## config.mk

```make
export PLATFORM = sky130hd
export DESIGN_NAME = heightfield_to_grid_mesh_top
export DESIGN_NICKNAME = d
export VERILOG_FILES = /design/src/hdl/hgm_pkg.sv /design/src/hdl/hgm_regs.sv /design/src/hdl/hgm_div.sv /design/src/hdl/hgm_datapath.sv /design/src/hdl/hgm_ctrl.sv /design/src/hdl/heightfield_to_grid_mesh_top.sv
export SDC_FILE = /design/constraint.sdc
export NUM_CORES = 2
export LEC_CHECK = 0
export ABC_CLOCK_PERIOD_IN_PS = 53600
export BUFFER_PORTS_ARGS = -buffer_cell sky130_fd_sc_hd__buf_2
export CORE_ASPECT_RATIO = 1.25
export CORE_MARGIN = 5
export CORE_UTILIZATION = 35
export CTS_CLUSTER_DIAMETER = 30
export DETAILED_ROUTE_END_ITERATION = 8
export GPL_ROUTABILITY_DRIVEN = 1
export PLACE_DENSITY = 0.55
export SLEW_MARGIN = 20
export SYNTH_ARGS = -nofsm -noshare
export SYNTH_HDL_FRONTEND = slang
export SYNTH_SLANG_ARGS = --single-unit
```

## constraint.sdc

```tcl
create_clock -name clk -period 53.6 [get_ports clk]
set_input_delay 5.36 -clock clk [delete_from_list [all_inputs] [get_ports clk]]
set_output_delay 5.36 -clock clk [all_outputs]
set_load 0.05 [all_outputs]
```

## src/hdl/hgm_pkg.sv

```systemverilog
// heightfield to grid mesh: shared types, constants and codes
// used by every module of the block; depends on nothing

package hgm_pkg;

	// sizes of the grid and of the fixed point formats
	localparam int MAX_SIDE   = 4096;
	localparam int SIDE_W     = 12;
	localparam int SIZE_W     = 13;
	localparam int LOD_W      = 4;
	localparam int LOD_MAX    = 12;
	localparam int FRAC_BITS  = 16;
	localparam int SAMPLE_W   = 16;
	localparam int SCALE_W    = 24;
	localparam int POS_W      = 40;
	localparam int TEX_W      = FRAC_BITS + 1;
	localparam int IDX_W      = 24;
	localparam int CFG_IDX_W  = 3;
	localparam int CFG_DATA_W = 24;
	localparam int MUL_STEPS  = 5;
	localparam int MUL_CNT_W  = 3;

	// register reset values
	localparam logic [SIZE_W-1:0]  RST_FIELD_WIDTH  = 13'd4096;
	localparam logic [SIZE_W-1:0]  RST_FIELD_HEIGHT = 13'd4096;
	localparam logic [LOD_W-1:0]   RST_LOD_LEVEL    = 4'd0;
	localparam logic [SCALE_W-1:0] RST_SCALE_X      = 24'd65536;
	localparam logic [SCALE_W-1:0] RST_SCALE_Y      = 24'd6553600;
	localparam logic [SCALE_W-1:0] RST_SCALE_Z      = 24'd65536;
	localparam logic               RST_CENTER_MESH  = 1'b1;
	localparam logic               RST_FLIP_Z       = 1'b0;

	// record kinds
	localparam logic KIND_VERTEX   = 1'b0;
	localparam logic KIND_TRIANGLE = 1'b1;

	typedef enum logic [CFG_IDX_W-1:0] {
		CR_FIELD_WIDTH  = 3'd0,
		CR_FIELD_HEIGHT = 3'd1,
		CR_LOD_LEVEL    = 3'd2,
		CR_SCALE_X      = 3'd3,
		CR_SCALE_Y      = 3'd4,
		CR_SCALE_Z      = 3'd5,
		CR_CENTER_MESH  = 3'd6,
		CR_FLIP_Z       = 3'd7
	} cfg_reg_t;

	typedef enum logic [2:0] {
		ST_IDLE,
		ST_CHECK,
		ST_WORK,
		ST_VERT,
		ST_TRI0,
		ST_TRI1
	} ctrl_state_t;

	// multiplier steps, issued in this order
	typedef enum logic [MUL_CNT_W-1:0] {
		MS_OFFX = 3'd0,
		MS_PX   = 3'd1,
		MS_PY   = 3'd2,
		MS_OFFZ = 3'd3,
		MS_PZ   = 3'd4
	} mul_sel_t;

	typedef enum logic [1:0] {
		LD_VERT,
		LD_TRI0,
		LD_TRI1
	} load_sel_t;

	// clamped and derived configuration
	typedef struct packed {
		logic [SIZE_W-1:0]  width;
		logic [SIZE_W-1:0]  height;
		logic [LOD_W-1:0]   lod;
		logic [SIDE_W-1:0]  mesh_wm1;
		logic [SIDE_W-1:0]  mesh_hm1;
		logic [SCALE_W-1:0] scale_x;
		logic [SCALE_W-1:0] scale_y;
		logic [SCALE_W-1:0] scale_z;
		logic               center;
		logic               flip;
	} cfg_t;

	typedef struct packed {
		logic      accept;
		logic      div_start;
		logic      mul_go;
		mul_sel_t  mul_sel;
		logic      load;
		load_sel_t load_sel;
	} ctrl_cmd_t;

	typedef struct packed {
		logic kept;
		logic quad;
		logic div_done;
		logic out_free;
	} dp_status_t;

endpackage

```

## src/hdl/hgm_regs.sv

```systemverilog
// configuration registers with clamping of sizes and lod and the mesh extents
// depends on hgm_pkg

module hgm_regs (
	input  logic                             clk,
	input  logic                             arst_n,
	input  logic                             cfg_write,
	input  logic [hgm_pkg::CFG_IDX_W-1:0]    cfg_index,
	input  logic [hgm_pkg::CFG_DATA_W-1:0]   cfg_data,
	output hgm_pkg::cfg_t                    cfg
);

	logic [hgm_pkg::SIZE_W-1:0]  field_width_q;
	logic [hgm_pkg::SIZE_W-1:0]  field_height_q;
	logic [hgm_pkg::LOD_W-1:0]   lod_level_q;
	logic [hgm_pkg::SCALE_W-1:0] scale_x_q;
	logic [hgm_pkg::SCALE_W-1:0] scale_y_q;
	logic [hgm_pkg::SCALE_W-1:0] scale_z_q;
	logic                        center_mesh_q;
	logic                        flip_z_q;

	logic [hgm_pkg::SIZE_W-1:0]  width_c;
	logic [hgm_pkg::SIZE_W-1:0]  height_c;
	logic [hgm_pkg::LOD_W-1:0]   lod_c;
	logic [hgm_pkg::SIZE_W-1:0]  wm1;
	logic [hgm_pkg::SIZE_W-1:0]  hm1;

	// register writes
	always_ff @(posedge clk or negedge arst_n) begin
		if (!arst_n) begin
			field_width_q  <= hgm_pkg::RST_FIELD_WIDTH;
			field_height_q <= hgm_pkg::RST_FIELD_HEIGHT;
			lod_level_q    <= hgm_pkg::RST_LOD_LEVEL;
			scale_x_q      <= hgm_pkg::RST_SCALE_X;
			scale_y_q      <= hgm_pkg::RST_SCALE_Y;
			scale_z_q      <= hgm_pkg::RST_SCALE_Z;
			center_mesh_q  <= hgm_pkg::RST_CENTER_MESH;
			flip_z_q       <= hgm_pkg::RST_FLIP_Z;
		end else if (cfg_write) begin
			case (hgm_pkg::cfg_reg_t'(cfg_index))
				hgm_pkg::CR_FIELD_WIDTH:  field_width_q  <= cfg_data[hgm_pkg::SIZE_W-1:0];
				hgm_pkg::CR_FIELD_HEIGHT: field_height_q <= cfg_data[hgm_pkg::SIZE_W-1:0];
				hgm_pkg::CR_LOD_LEVEL:    lod_level_q    <= cfg_data[hgm_pkg::LOD_W-1:0];
				hgm_pkg::CR_SCALE_X:      scale_x_q      <= cfg_data[hgm_pkg::SCALE_W-1:0];
				hgm_pkg::CR_SCALE_Y:      scale_y_q      <= cfg_data[hgm_pkg::SCALE_W-1:0];
				hgm_pkg::CR_SCALE_Z:      scale_z_q      <= cfg_data[hgm_pkg::SCALE_W-1:0];
				hgm_pkg::CR_CENTER_MESH:  center_mesh_q  <= cfg_data[0];
				hgm_pkg::CR_FLIP_Z:       flip_z_q       <= cfg_data[0];
				default: ;
			endcase
		end
	end

	// zero size acts as one, oversize as the maximum side
	always_comb begin
		if (field_width_q == '0)
			width_c = hgm_pkg::SIZE_W'(1);
		else if (field_width_q > hgm_pkg::SIZE_W'(hgm_pkg::MAX_SIDE))
			width_c = hgm_pkg::SIZE_W'(hgm_pkg::MAX_SIDE);
		else
			width_c = field_width_q;

		if (field_height_q == '0)
			height_c = hgm_pkg::SIZE_W'(1);
		else if (field_height_q > hgm_pkg::SIZE_W'(hgm_pkg::MAX_SIDE))
			height_c = hgm_pkg::SIZE_W'(hgm_pkg::MAX_SIDE);
		else
			height_c = field_height_q;

		if (lod_level_q > hgm_pkg::LOD_W'(hgm_pkg::LOD_MAX))
			lod_c = hgm_pkg::LOD_W'(hgm_pkg::LOD_MAX);
		else
			lod_c = lod_level_q;
	end

	// mesh side minus one is the last decimated index
	assign wm1 = width_c - hgm_pkg::SIZE_W'(1);
	assign hm1 = height_c - hgm_pkg::SIZE_W'(1);

	assign cfg.width    = width_c;
	assign cfg.height   = height_c;
	assign cfg.lod      = lod_c;
	assign cfg.mesh_wm1 = wm1[hgm_pkg::SIDE_W-1:0] >> lod_c;
	assign cfg.mesh_hm1 = hm1[hgm_pkg::SIDE_W-1:0] >> lod_c;
	assign cfg.scale_x  = scale_x_q;
	assign cfg.scale_y  = scale_y_q;
	assign cfg.scale_z  = scale_z_q;
	assign cfg.center   = center_mesh_q;
	assign cfg.flip     = flip_z_q;

endmodule

```

## src/hdl/hgm_div.sv

```systemverilog
// restoring divider, one quotient bit per cycle: floor(numer * 2^FRAC_BITS / denom)
// for numer <= denom; depends on hgm_pkg

module hgm_div (
	input  logic                         clk,
	input  logic                         arst_n,
	input  logic                         start,
	input  logic [hgm_pkg::SIDE_W-1:0]   numer,
	input  logic [hgm_pkg::SIDE_W-1:0]   denom,
	output logic                         done,
	output logic [hgm_pkg::TEX_W-1:0]    quot
);

	localparam int CNT_W = $clog2(hgm_pkg::TEX_W);

	logic                        busy_q;
	logic                        done_q;
	logic [CNT_W-1:0]            cnt_q;
	logic [hgm_pkg::SIDE_W-1:0]  num_q;
	logic [hgm_pkg::SIDE_W-1:0]  den_q;
	logic [hgm_pkg::SIDE_W-1:0]  rem_q;
	logic [hgm_pkg::TEX_W-1:0]   quot_q;

	logic [hgm_pkg::SIDE_W:0]    trial;
	logic [hgm_pkg::SIDE_W:0]    diff;
	logic                        qbit;

	// first step takes the integer part, later steps bring in zero bits
	always_comb begin
		if (cnt_q == '0)
			trial = {1'b0, num_q};
		else
			trial = {rem_q, 1'b0};
		diff = trial - {1'b0, den_q};
		qbit = (trial >= {1'b0, den_q});
	end

	// control
	always_ff @(posedge clk or negedge arst_n) begin
		if (!arst_n) begin
			busy_q <= 1'b0;
			done_q <= 1'b0;
			cnt_q  <= '0;
		end else if (start) begin
			busy_q <= 1'b1;
			done_q <= 1'b0;
			cnt_q  <= '0;
		end else if (busy_q) begin
			cnt_q <= cnt_q + CNT_W'(1);
			if (cnt_q == CNT_W'(hgm_pkg::TEX_W - 1)) begin
				busy_q <= 1'b0;
				done_q <= 1'b1;
			end
		end
	end

	// remainder and quotient
	always_ff @(posedge clk) begin
		if (start) begin
			num_q <= numer;
			den_q <= denom;
		end else if (busy_q) begin
			if (qbit)
				rem_q <= diff[hgm_pkg::SIDE_W-1:0];
			else
				rem_q <= trial[hgm_pkg::SIDE_W-1:0];
			quot_q <= {quot_q[hgm_pkg::TEX_W-2:0], qbit};
		end
	end

	assign done = done_q;
	assign quot = quot_q;

endmodule

```

## src/hdl/hgm_datapath.sv

```systemverilog
// datapath: raster counters, shared multiplier with offset and sign stage,
// texture dividers and the result register; depends on hgm_pkg and hgm_div

module hgm_datapath (
	input  logic                          clk,
	input  logic                          arst_n,
	input  hgm_pkg::cfg_t                 cfg,
	input  hgm_pkg::ctrl_cmd_t            cmd,
	output hgm_pkg::dp_status_t           status,
	input  logic [hgm_pkg::SAMPLE_W-1:0]  height_sample,
	output logic                          result_valid,
	input  logic                          result_stall,
	output logic                          kind,
	output logic [hgm_pkg::POS_W-1:0]     pos_x,
	output logic [hgm_pkg::POS_W-1:0]     pos_y,
	output logic [hgm_pkg::POS_W-1:0]     pos_z,
	output logic [hgm_pkg::TEX_W-1:0]     tex_u,
	output logic [hgm_pkg::TEX_W-1:0]     tex_v,
	output logic [hgm_pkg::IDX_W-1:0]     corner_a,
	output logic [hgm_pkg::IDX_W-1:0]     corner_b,
	output logic [hgm_pkg::IDX_W-1:0]     corner_c,
	output logic                          last
);

	localparam int SW = hgm_pkg::SIDE_W;
	localparam int PW = hgm_pkg::POS_W;
	localparam int IW = hgm_pkg::IDX_W;

	// raster position and vertex count
	logic [SW-1:0] col_q;
	logic [SW-1:0] row_q;
	logic [IW-1:0] vc_q;

	// captured request
	logic [hgm_pkg::SAMPLE_W-1:0] s_q;
	logic [SW-1:0]                x_q;
	logic [SW-1:0]                z_q;
	logic [IW-1:0]                vi_q;
	logic                         kept_q;
	logic                         quad_q;

	logic [SW-1:0]     col_e;
	logic [SW-1:0]     row_e;
	logic [SW-1:0]     step_mask;
	logic [SW-1:0]     x_c;
	logic [SW-1:0]     z_c;
	logic              kept_c;
	logic [SW:0]       col_inc;
	logic [SW:0]       row_inc;
	logic [IW-1:0]     vc_inc;

	// multiplier stage
	logic [hgm_pkg::SAMPLE_W-1:0]  mul_a;
	logic [hgm_pkg::SCALE_W-1:0]   mul_b;
	logic [PW-1:0]                 prod;
	logic [PW-1:0]                 prod_s1;
	hgm_pkg::mul_sel_t             sel_s1;
	logic                          pvld_s1;

	logic [PW:0]   half_sum;
	logic [PW-1:0] half;
	logic [PW-1:0] pz_sum;
	logic [PW-1:0] offx_q;
	logic [PW-1:0] offz_q;
	logic [PW-1:0] px_q;
	logic [PW-1:0] py_q;
	logic [PW-1:0] pz_q;

	// texture dividers
	logic                        u_done;
	logic                        v_done;
	logic [hgm_pkg::TEX_W-1:0]   u_quot;
	logic [hgm_pkg::TEX_W-1:0]   v_quot;
	logic [hgm_pkg::TEX_W-1:0]   u_val;
	logic [hgm_pkg::TEX_W-1:0]   v_val;

	// triangle corners
	logic [IW-1:0] mesh_w;
	logic [IW-1:0] i0;
	logic [IW-1:0] i1;
	logic [IW-1:0] i2;

	// result register
	logic                        out_valid_q;
	logic                        kind_q;
	logic [PW-1:0]               pos_x_q;
	logic [PW-1:0]               pos_y_q;
	logic [PW-1:0]               pos_z_q;
	logic [hgm_pkg::TEX_W-1:0]   tex_u_q;
	logic [hgm_pkg::TEX_W-1:0]   tex_v_q;
	logic [IW-1:0]               corner_a_q;
	logic [IW-1:0]               corner_b_q;
	logic [IW-1:0]               corner_c_q;
	logic                        last_q;
	logic                        out_take;

	// wrap positions beyond the current size, then test decimation
	always_comb begin
		col_e     = ({1'b0, col_q} >= cfg.width)  ? '0 : col_q;
		row_e     = ({1'b0, row_q} >= cfg.height) ? '0 : row_q;
		step_mask = ~({SW{1'b1}} << cfg.lod);
		x_c       = col_e >> cfg.lod;
		z_c       = row_e >> cfg.lod;
		kept_c    = ((col_e & step_mask) == '0) && ((row_e & step_mask) == '0);
		col_inc   = {1'b0, col_e} + (SW+1)'(1);
		row_inc   = {1'b0, row_e} + (SW+1)'(1);
		vc_inc    = kept_c ? (vc_q + IW'(1)) : vc_q;
	end

	// raster counters advance on every accepted sample
	always_ff @(posedge clk or negedge arst_n) begin
		if (!arst_n) begin
			col_q <= '0;
			row_q <= '0;
			vc_q  <= '0;
		end else if (cmd.accept) begin
			if (col_inc >= cfg.width) begin
				col_q <= '0;
				if (row_inc >= cfg.height) begin
					row_q <= '0;
					vc_q  <= '0;
				end else begin
					row_q <= row_inc[SW-1:0];
					vc_q  <= vc_inc;
				end
			end else begin
				col_q <= col_inc[SW-1:0];
				// a row beyond a shrunk field is kept wrapped
				row_q <= row_e;
				vc_q  <= vc_inc;
			end
		end
	end

	// capture of the accepted sample
	always_ff @(posedge clk or negedge arst_n) begin
		if (!arst_n) begin
			kept_q <= 1'b0;
		end else if (cmd.accept) begin
			kept_q <= kept_c;
		end
	end

	always_ff @(posedge clk) begin
		if (cmd.accept) begin
			s_q    <= height_sample;
			x_q    <= x_c;
			z_q    <= z_c;
			vi_q   <= vc_q;
			quad_q <= (x_c != '0) && (z_c != '0);
		end
	end

	// shared multiplier operand select
	always_comb begin
		case (cmd.mul_sel)
			hgm_pkg::MS_OFFX: begin
				mul_a = hgm_pkg::SAMPLE_W'(cfg.mesh_wm1);
				mul_b = cfg.scale_x;
			end
			hgm_pkg::MS_PX: begin
				mul_a = hgm_pkg::SAMPLE_W'(x_q);
				mul_b = cfg.scale_x;
			end
			hgm_pkg::MS_PY: begin
				mul_a = s_q;
				mul_b = cfg.scale_y;
			end
			hgm_pkg::MS_OFFZ: begin
				mul_a = hgm_pkg::SAMPLE_W'(cfg.mesh_hm1);
				mul_b = cfg.scale_z;
			end
			hgm_pkg::MS_PZ: begin
				mul_a = hgm_pkg::SAMPLE_W'(z_q);
				mul_b = cfg.scale_z;
			end
			default: begin
				mul_a = '0;
				mul_b = '0;
			end
		endcase
	end

	assign prod = mul_a * mul_b;

	always_ff @(posedge clk or negedge arst_n) begin
		if (!arst_n)
			pvld_s1 <= 1'b0;
		else
			pvld_s1 <= cmd.mul_go;
	end

	always_ff @(posedge clk) begin
		if (cmd.mul_go) begin
			prod_s1 <= prod;
			sel_s1  <= cmd.mul_sel;
		end
	end

	// ceil of half the extent, and the z sum before the optional negation
	assign half_sum = {1'b0, prod_s1} + (PW+1)'(1);
	assign half     = half_sum[PW:1];
	assign pz_sum   = prod_s1 + offz_q;

	// offset, sum and sign stage
	always_ff @(posedge clk) begin
		if (pvld_s1) begin
			case (sel_s1)
				hgm_pkg::MS_OFFX: offx_q <= cfg.center ? (PW'(0) - half) : '0;
				hgm_pkg::MS_PX:   px_q   <= prod_s1 + offx_q;
				hgm_pkg::MS_PY:   py_q   <= prod_s1 >> hgm_pkg::SAMPLE_W;
				hgm_pkg::MS_OFFZ: offz_q <= cfg.center ? (PW'(0) - half) : '0;
				hgm_pkg::MS_PZ:   pz_q   <= cfg.flip ? (PW'(0) - pz_sum) : pz_sum;
				default: ;
			endcase
		end
	end

	// texture coordinate dividers
	hgm_div u_div_u (
		.clk    (clk),
		.arst_n (arst_n),
		.start  (cmd.div_start),
		.numer  (x_q),
		.denom  (cfg.mesh_wm1),
		.done   (u_done),
		.quot   (u_quot)
	);

	hgm_div u_div_v (
		.clk    (clk),
		.arst_n (arst_n),
		.start  (cmd.div_start),
		.numer  (z_q),
		.denom  (cfg.mesh_hm1),
		.done   (v_done),
		.quot   (v_quot)
	);

	// a mesh side of one gives a zero coordinate
	assign u_val = (cfg.mesh_wm1 == '0) ? '0 : u_quot;
	assign v_val = (cfg.mesh_hm1 == '0) ? '0 : v_quot;

	// quad corners, indices wrap modulo the index width
	assign mesh_w = IW'(cfg.mesh_wm1) + IW'(1);
	assign i2     = vi_q - IW'(1);
	assign i1     = vi_q - mesh_w;
	assign i0     = i1 - IW'(1);

	// result register
	assign out_take = out_valid_q && !result_stall;

	always_ff @(posedge clk or negedge arst_n) begin
		if (!arst_n)
			out_valid_q <= 1'b0;
		else if (cmd.load)
			out_valid_q <= 1'b1;
		else if (out_take)
			out_valid_q <= 1'b0;
	end

	always_ff @(posedge clk) begin
		if (cmd.load) begin
			case (cmd.load_sel)
				hgm_pkg::LD_VERT: begin
					kind_q     <= hgm_pkg::KIND_VERTEX;
					pos_x_q    <= px_q;
					pos_y_q    <= py_q;
					pos_z_q    <= pz_q;
					tex_u_q    <= u_val;
					tex_v_q    <= v_val;
					corner_a_q <= '0;
					corner_b_q <= '0;
					corner_c_q <= '0;
					last_q     <= !quad_q;
				end
				hgm_pkg::LD_TRI0: begin
					kind_q     <= hgm_pkg::KIND_TRIANGLE;
					pos_x_q    <= '0;
					pos_y_q    <= '0;
					pos_z_q    <= '0;
					tex_u_q    <= '0;
					tex_v_q    <= '0;
					corner_a_q <= i0;
					corner_b_q <= i1;
					corner_c_q <= i2;
					last_q     <= 1'b0;
				end
				hgm_pkg::LD_TRI1: begin
					kind_q     <= hgm_pkg::KIND_TRIANGLE;
					pos_x_q    <= '0;
					pos_y_q    <= '0;
					pos_z_q    <= '0;
					tex_u_q    <= '0;
					tex_v_q    <= '0;
					corner_a_q <= i1;
					corner_b_q <= vi_q;
					corner_c_q <= i2;
					last_q     <= 1'b1;
				end
				default: ;
			endcase
		end
	end

	// status to the controller
	assign status.kept     = kept_q;
	assign status.quad     = quad_q;
	assign status.div_done = u_done && v_done;
	assign status.out_free = !out_valid_q || out_take;

	assign result_valid = out_valid_q;
	assign kind         = kind_q;
	assign pos_x        = pos_x_q;
	assign pos_y        = pos_y_q;
	assign pos_z        = pos_z_q;
	assign tex_u        = tex_u_q;
	assign tex_v        = tex_v_q;
	assign corner_a     = corner_a_q;
	assign corner_b     = corner_b_q;
	assign corner_c     = corner_c_q;
	assign last         = last_q;

endmodule

```

## src/hdl/hgm_ctrl.sv

```systemverilog
// controller: sequences acceptance, multiplier steps, dividers and result loads
// depends on hgm_pkg

module hgm_ctrl (
	input  logic                 clk,
	input  logic                 arst_n,
	input  logic                 sample_valid,
	output logic                 sample_stall,
	input  hgm_pkg::dp_status_t  status,
	output hgm_pkg::ctrl_cmd_t   cmd
);

	localparam int CW = hgm_pkg::MUL_CNT_W;

	hgm_pkg::ctrl_state_t state_q;
	hgm_pkg::ctrl_state_t state_d;
	logic [CW-1:0]        mul_cnt_q;
	logic [CW-1:0]        mul_cnt_d;

	// state register
	always_ff @(posedge clk or negedge arst_n) begin
		if (!arst_n) begin
			state_q   <= hgm_pkg::ST_IDLE;
			mul_cnt_q <= '0;
		end else begin
			state_q   <= state_d;
			mul_cnt_q <= mul_cnt_d;
		end
	end

	// next state and commands
	always_comb begin
		state_d      = state_q;
		mul_cnt_d    = mul_cnt_q;
		sample_stall = 1'b1;
		cmd          = '0;
		cmd.mul_sel  = hgm_pkg::mul_sel_t'(mul_cnt_q);
		cmd.load_sel = hgm_pkg::LD_VERT;
		case (state_q)
			hgm_pkg::ST_IDLE: begin
				sample_stall = 1'b0;
				if (sample_valid) begin
					cmd.accept = 1'b1;
					state_d    = hgm_pkg::ST_CHECK;
				end
			end
			hgm_pkg::ST_CHECK: begin
				mul_cnt_d = '0;
				if (status.kept) begin
					cmd.div_start = 1'b1;
					state_d       = hgm_pkg::ST_WORK;
				end else begin
					state_d = hgm_pkg::ST_IDLE;
				end
			end
			hgm_pkg::ST_WORK: begin
				// one extra count lets the last product clear the sum stage
				if (mul_cnt_q < CW'(hgm_pkg::MUL_STEPS))
					cmd.mul_go = 1'b1;
				if (mul_cnt_q <= CW'(hgm_pkg::MUL_STEPS))
					mul_cnt_d = mul_cnt_q + CW'(1);
				else if (status.div_done)
					state_d = hgm_pkg::ST_VERT;
			end
			hgm_pkg::ST_VERT: begin
				if (status.out_free) begin
					cmd.load     = 1'b1;
					cmd.load_sel = hgm_pkg::LD_VERT;
					state_d      = status.quad ? hgm_pkg::ST_TRI0 : hgm_pkg::ST_IDLE;
				end
			end
			hgm_pkg::ST_TRI0: begin
				if (status.out_free) begin
					cmd.load     = 1'b1;
					cmd.load_sel = hgm_pkg::LD_TRI0;
					state_d      = hgm_pkg::ST_TRI1;
				end
			end
			hgm_pkg::ST_TRI1: begin
				if (status.out_free) begin
					cmd.load     = 1'b1;
					cmd.load_sel = hgm_pkg::LD_TRI1;
					state_d      = hgm_pkg::ST_IDLE;
				end
			end
			default: begin
				state_d = hgm_pkg::ST_IDLE;
			end
		endcase
	end

endmodule

```

## src/hdl/heightfield_to_grid_mesh_top.sv

```systemverilog
// Heightfield to grid mesh tessellator. Samples arrive in raster order, one
// request per sample; every sample on the decimation grid becomes a vertex
// record, followed by the two triangle records of the quad it closes, if any.
// A new sample is taken only when the block is done with the last one, and
// records leave at one per cycle while the output is not stalled. The pace is
// set by the 17-step restoring dividers that produce the texture coordinates,
// while the shared multiplier finishes its five products in their shadow.
// Configuration is written through a plain write port.
// Holds the top level; depends on hgm_pkg, hgm_regs, hgm_ctrl, hgm_datapath.

module heightfield_to_grid_mesh_top (
	input  logic                                 clk,
	input  logic                                 arst_n,
	input  logic                                 cfg_write,
	input  logic [hgm_pkg::CFG_IDX_W-1:0]        cfg_index,
	input  logic [hgm_pkg::CFG_DATA_W-1:0]       cfg_data,
	input  logic                                 sample_valid,
	output logic                                 sample_stall,
	input  logic [hgm_pkg::SAMPLE_W-1:0]         height_sample,
	output logic                                 result_valid,
	input  logic                                 result_stall,
	output logic                                 kind,
	output logic signed [hgm_pkg::POS_W-1:0]     pos_x,
	output logic signed [hgm_pkg::POS_W-1:0]     pos_y,
	output logic signed [hgm_pkg::POS_W-1:0]     pos_z,
	output logic [hgm_pkg::TEX_W-1:0]            tex_u,
	output logic [hgm_pkg::TEX_W-1:0]            tex_v,
	output logic [hgm_pkg::IDX_W-1:0]            corner_a,
	output logic [hgm_pkg::IDX_W-1:0]            corner_b,
	output logic [hgm_pkg::IDX_W-1:0]            corner_c,
	output logic                                 last
);

	hgm_pkg::cfg_t                 cfg;
	hgm_pkg::ctrl_cmd_t            cmd;
	hgm_pkg::dp_status_t           status;
	logic [hgm_pkg::POS_W-1:0]     pos_x_u;
	logic [hgm_pkg::POS_W-1:0]     pos_y_u;
	logic [hgm_pkg::POS_W-1:0]     pos_z_u;

	// configuration registers
	hgm_regs u_regs (
		.clk       (clk),
		.arst_n    (arst_n),
		.cfg_write (cfg_write),
		.cfg_index (cfg_index),
		.cfg_data  (cfg_data),
		.cfg       (cfg)
	);

	// sequencer
	hgm_ctrl u_ctrl (
		.clk          (clk),
		.arst_n       (arst_n),
		.sample_valid (sample_valid),
		.sample_stall (sample_stall),
		.status       (status),
		.cmd          (cmd)
	);

	// arithmetic and result register
	hgm_datapath u_dp (
		.clk           (clk),
		.arst_n        (arst_n),
		.cfg           (cfg),
		.cmd           (cmd),
		.status        (status),
		.height_sample (height_sample),
		.result_valid  (result_valid),
		.result_stall  (result_stall),
		.kind          (kind),
		.pos_x         (pos_x_u),
		.pos_y         (pos_y_u),
		.pos_z         (pos_z_u),
		.tex_u         (tex_u),
		.tex_v         (tex_v),
		.corner_a      (corner_a),
		.corner_b      (corner_b),
		.corner_c      (corner_c),
		.last          (last)
	);

	// positions are two's complement on the ports
	assign pos_x = $signed(pos_x_u);
	assign pos_y = $signed(pos_y_u);
	assign pos_z = $signed(pos_z_u);

endmodule

```

# After elaboration in Yosys (flattened, before gate mapping)
# Index checks and enable logic that the tools add are counted.
[classes]
n_addsub = 19
multipliers = 1
div_mod_pow = 0
n_lt_le_gt_ge = 11
eq_ne = 31
shift = 5
n_mux = 73
n_bitwise = 4
reduce_logical = 55
[ops]
columns = ["cell", "n"]
rows = [
  ["case mux 40 bit (2 select lines)", 3],
  ["case mux 24 bit (3 select lines)", 3],
  ["2-to-1 mux 12 bit", 7],
  ["adder 40 bit", 2],
  ["2-to-1 mux 40 bit", 2],
  ["case mux 16 bit (5 select lines)", 1],
  ["subtractor 1 x 40 -> 40 bit (first input constant)", 2],
  ["2-to-1 mux 13 bit", 6],
  ["2-to-1 mux 24 bit", 3],
  ["case mux 17 bit (2 select lines)", 2],
  ["logical NOT 12 bit", 4],
  ["case mux 24 bit (2 select lines)", 1],
  [">> shifter 12 x 4 -> 12 bit", 4],
  ["subtractor 24 x 1 -> 24 bit (second input constant)", 2],
  ["adder 40 x 1 -> 41 bit (second input constant)", 1],
  ["multiplier 16 x 24 -> 40 bit", 1],
  ["AND reduction 2 bit", 20],
  ["adder 12 x 1 -> 13 bit (second input constant)", 3],
  ["2-to-1 mux 17 bit", 2],
  ["2-to-1 mux 3 bit", 11],
  [">= comparator 12 x 13 -> 1 bit", 2],
  [">= comparator 13 x 12 -> 1 bit", 2],
  [">= comparator 13 bit", 2],
  ["> comparator 13 bit (second input constant)", 2],
  ["other kinds (42)", 111],
]
[word_totals]
ff_bits = 801
latchBits = 0
mem_bits_rw = 0
mem_bits_ro = 0
inputBits = 48
output_inout_bits = 230
wordCells = 251
memories = 0

# Longest topological paths before layout
[logic_depth]
ltp_word = 11
ltp_mapped = 43
mapped_depth_nobuf = 42

# Modules after synthesis
# From an unflattened synthesis, not the netlist that was laid out.
[unflattened]
cells_unflattened = 5402
hier_area_um2 = 56395.3
[by_module_without_submodules]
columns = ["mod", "n_inst", "cells_per_inst", "area_each_um2", "seq_area_each_um2"]
rows = [
  ["hgm_datapath", 1, 4421, 44451.4, 16410.7],
  ["hgm_regs", 1, 554, 5850.6, 2612.5],
  ["hgm_div", 2, 184, 2798.9, 1766.7],
  ["hgm_ctrl", 1, 59, 495.5, 150.1],
]

# Worst setup path before layout
# OpenSTA, ideal clock, no wires.
[synth_path]
kind = "input to register"
startpoint = "in result_stall"
endpoint = "reg u_dp.corner_a_q[0], in the netlist u_dp.corner_a[0], enable pin"
setup_ns = 1.097
arrival_ns = 21.331
required_ns = 52.503
setup_slack_ns = 31.173
stages = 6
path_buffers = 0
path_cell_list = "nand2_1 > nand2_1 > or2_2 > inv_1 > ha_1 > a211oi_1"
[synth_between]
elab_chain_cells = 8
elab_cells_between_ends = 12
classes_between = "eq/ne: 2; mux: 4; reduce/logical: 6"
[synth_rtl]
columns = ["element", "line_no", "rtl"]
rows = [
  ["from (decl)", "heightfield_to_grid_mesh_top.sv:21", "input logic result_stall,"],
  ["logical NOT 1 bit (*)", "hgm_datapath.sv:251", "assign out_take = out_valid_q && !result_stall;"],
  ["logical AND 1 bit (*)", "hgm_datapath.sv:251", ""],
  ["logical OR 1 bit (*)", "hgm_datapath.sv:310", "assign status.out_free = !out_valid_q || out_take;"],
  ["2-to-1 mux 3 bit, on equally long branches", "hgm_ctrl.sv:73, hgm_ctrl.sv:80", ""],
  ["case mux 3 bit (3 select lines) (*)", "hgm_ctrl.sv:39", "case (state_q)"],
  ["== test 2 x 1 -> 1 bit, or another cell as far along", "hgm_datapath.sv:264", "case (cmd.load_sel)"],
  ["nonzero test 3 bit (no source line)", "n/a", ""],
  ["AND reduction 2 bit (no source line) (*)", "n/a", ""],
  ["to (signal assigned)", "hgm_datapath.sv:284", "corner_a_q <= i0;"],
  ["to (signal assigned)", "hgm_datapath.sv:296", "corner_a_q <= i1;"],
  ["to (decl)", "hgm_datapath.sv:91", "logic [IW-1:0] corner_a_q;"],
]
# Every way passes the cells marked *; elsewhere a longest branch is shown, timed or not.
# A chain may end at the register's enable or synchronous reset.

==> flow_metrics.py <==
metrics = {
    "status": {
        "run_status": "finished clean",
    },
    "logic_synthesis": {
        "synth_top_family_by_area": "adder cells",
        "yosys-top-cells-count": "635 x nand2_1, 610 x edfxtp_1, 467 x inv_1",
        "most_common_flop_cell_mapped_by_yosys": "edfxtp_1",
        "synthArstFlopShare": 0.223,
        "seq_area_frac_synth": 0.411,
        "synth_area_um2": 55200,
        "synth_edf_count": 610,
        "post_synth_main_area_contributors": "edfxtp_1 33%, fa_1 11%, dfrtp_1 7.6%, ha_1 6.8%, nand2_1 4.3%",
        "synthesis.yosys.warnings": 0,
        "area_fraction_in_compound_gates_after_synthesis": 0.113,
        "netlist.top_cell.by_area": "edfxtp_1",
        "netlist.area_leader.share": 0.332,
        "post_synth.cell_area_avg_um2": 10.2,
        "yosys.area_share.xor_xnor": 0.0474,
        "fraction_of_the_mapped_netlist_area_in_adder_cells": 0.181,
        "synthMostInstantiatedCell": "nand2_1",
        "synth.area.mux_share": 0.0353,
        "simple_gate_area_share_of_the_yosys_netlist": 0.161,
        "synthesis.instances": 5386,
        "synth-seq-cells": 785,
        "post_synth_num_cell_types": 97,
    },
    "routing": {
        "ant_nets": 0,
        "drt-total-wl_um": 160000,
        "routed_via_density": 5.20,
        "dr.first_iter.drc_count": 2824,
        "routedWlPerCell_um": 20.4,
        "drc": 0,
        "dr_total_vias": 40775,
        "drt-pass1-iter-count": 6,
    },
    "floorplanning": {
        "floorplan.initialDensity": 0.351,
        "design.core.area_um2": 157000,
        "die_height_um": 454,
        "die_width_um": 365,
        "top_level_ports": 278,
        "dieArea_um2": 166000,
        "rows": 163,
    },
    "timing": {
        "setup_total_negative_slack_ns": 0,
        "timing_worst_slew_pin_value_ns": 1.19,
        "timing.clock.skew_ns": 0.0438,
        "finalHoldViolations": 0,
        "layout_worst_path_cycle_share": 0.219,
        "min_period_ns": 11.71,
        "rsz0062_at_grt": "false",
        "slew_viol_final": 0,
        "post-route-worst-setup-slack_ns": 41.89,
        "timing.max_slew.rel_slack": 0.200,
        "setup_viol_count_final": 0,
        "achievable-frequency_mhz": 85.4,
    },
    "global_routing": {
        "antenna_found_initial": 14,
        "grt_pass1_vias": 41193,
        "grt_pass1_wl_um": 245000,
        "globalRouteOverflowTotal": 0,
        "globalRouteTotalUtil": 0.192,
        "grt_max_degree": 87,
    },
    "place": {
        "detailed_placement_hpwl_um": 123000,
        "buffers_added_on_ports": 261,
        "pre_cts_ws_ns": 41.96,
        "finalWeightedCongestion": 0.899,
    },
    "setup_path": {
        "path_max_fanout": 18,
        "endpoint_kind": "register",
        "critical_path.max_stage_delay_ns": 0.80,
        "regToRegStartpoint": "u_regs.field_width_q[2]$_DFFE_PN0P_",
        "worstReg2RegEnd": "u_dp.prod_s1[38]$_DFFE_PP_",
        "crit_path_start_kind": "register",
        "critPathKind": "register to register",
        "crit_arrival_ns": 12.24,
        "worst-r2r-setup-slack_ns": 41.89,
        "reg2reg_depth": 38,
        "worst_ep_required_time_ns": 54.13,
        "timing.critical_path.buf_inv": 6,
        "slowest_stage": "nand4_1",
        "cpLargestDelayFamily": "compound AO/OA/AOI/OAI gates",
    },
    "cts": {
        "postCtsResizedCells": 0,
        "h-tree-depth": 4,
        "number_of_buffers_created_by_cts": 169,
        "clock_insertion_delay_worst_skew_ns": 0.78,
        "cts_post_setup_buffers_inserted": 0,
        "tritoncts": "built",
        "postCtsHoldBufs": 0,
        "clk_transition_reported_paths_ns": 0.06,
        "clkSinkCount": 785,
        "clock-root-buffer": "clkbuf_16",
        "max-clock-path-buffers": 3,
    },
    "cells_and_area": {
        "syn_to_final_growth_pct": 17.2,
        "drive_above_1_share": 0.143,
        "fin_nets": 6291,
    },
    "hold_path": {
        "hold_path_end": "u_dp.u_div_u.quot[9]$_DFFE_PP_",
        "worstHoldStart": "u_dp.u_div_u.quot[8]$_DFFE_PP_",
        "timing.hold.worst.class": "register to register",
        "hold-path-cell-count": 0,
    },
    "flow_run": {
        "timing.max_cap.violations": 0,
    },
}
-- state kept, by name, indices dropped and copies added (netlist names), 16 cells and up --
| register | count |
|---|---|
| u_dp.tex_v | 17 |
| u_dp.pz_q | 40 |
| u_dp.u_div_u.quot | 17 |
| u_dp.pos_z | 40 |
| u_regs.scale_z_q | 24 |
| u_dp.offz_q | 40 |
| u_dp.u_div_v.quot | 17 |
| u_dp.vi_q | 24 |
| u_dp.px_q | 40 |
| u_regs.scale_y_q | 24 |
| u_dp.vc_q | 24 |
| u_dp.tex_u | 17 |
| u_regs.scale_x_q | 24 |
| u_dp.offx_q | 40 |
| u_dp.s_q | 16 |
| u_dp.pos_y | 24 |
| u_dp.corner_c | 24 |
| u_dp.py_q | 24 |
| u_dp.corner_a | 24 |
| u_dp.prod_s1 | 40 |
| u_dp.pos_x | 40 |
| u_dp.corner_b | 24 |
-- metrics by stage --
step / area, um2 / util / instances / hold WS, ns
2_1_floorplan: 55300 / - / 5401 / 0.417
3_3_place_gp: 58600 / 0.372 / 7520 / 0.421
3_5_place_dp: 58700 / 0.373 / 7522 / 0.427
4_1_cts: 64700 / 0.411 / 7833 / 0.442
5_1_grt: 64700 / 0.411 / 7836 / 0.449
6_report: 64700 / 0.411 / 7842 / 0.437
-- logic make-up after synthesis --
family,count (synthesis)
AOI/OAI and AO/OA,943
and+or+nand+nor,1843
other,1
muxes,174
adders and majority gates,613
buffers and inverters,728
DFF,785
xor gates and xnor gates,299
-- worst reg2reg max path: cells and delay by family (launching register included) --
kind	cells	cell delay, ns
buf+inv	6	0.92
fa+ha+maj	8	3.62
flops	1	0.49
compound gates	14	3.92
xor+xnor	1	0.08
simple gates	9	2.46
-- layout make-up --
type                    count  area [um2]
well taps                2062        2580
diodes                      9        22.5
inverters                 469        1760
multi-input cells        3888       29900
fillers                 15289       92700
flip-flops and latches    785       22700
clock inverters           105        1420
clock buffers             206        4620
repair buffers            318        1760
-- per-layer routing --
layer,track usage,share of wire
met5,0,0.00049
met4,0.0861,0.045
met1,0.242,0.42
met2,0.317,0.48
met3,0.0406,0.059
-- how the worst max path moves through the flow --
stage | from | to | slack [ns] | cells after the start
floorplan | result_stall | u_dp.corner_a[0]$_DFFE_PP_ | 31.17 | 6
global placement | u_regs.field_width_q[12]$_DFFE_PN1P_ | u_dp.prod_s1[38]$_DFFE_PP_ | 42.28 | 37
detailed placement | u_regs.field_width_q[12]$_DFFE_PN1P_ | u_dp.prod_s1[38]$_DFFE_PP_ | 41.96 | 37
CTS | u_regs.field_width_q[2]$_DFFE_PN0P_ | u_dp.prod_s1[38]$_DFFE_PP_ | 41.95 | 38
global route | u_regs.field_width_q[2]$_DFFE_PN0P_ | u_dp.prod_s1[38]$_DFFE_PP_ | 41.12 | 38
finish | u_regs.field_width_q[2]$_DFFE_PN0P_ | u_dp.prod_s1[38]$_DFFE_PP_ | 41.89 | 38
-- layout by cell type, fill, tap and decap left out, types with 175 or more instances in the layout --
cell and instances:
nand2_1 635, clkbuf_16 175, buf_2 260, ha_1 300, nor2_1 409, xnor2_1 192
a21oi_1 207, o21ai_0 224, edfxtp_1 610, inv_1 467, and2_1 241, fa_1 311
Power is not shown: default switching activity piles up to over one toggle a cycle in this logic, so the estimate is an artifact.
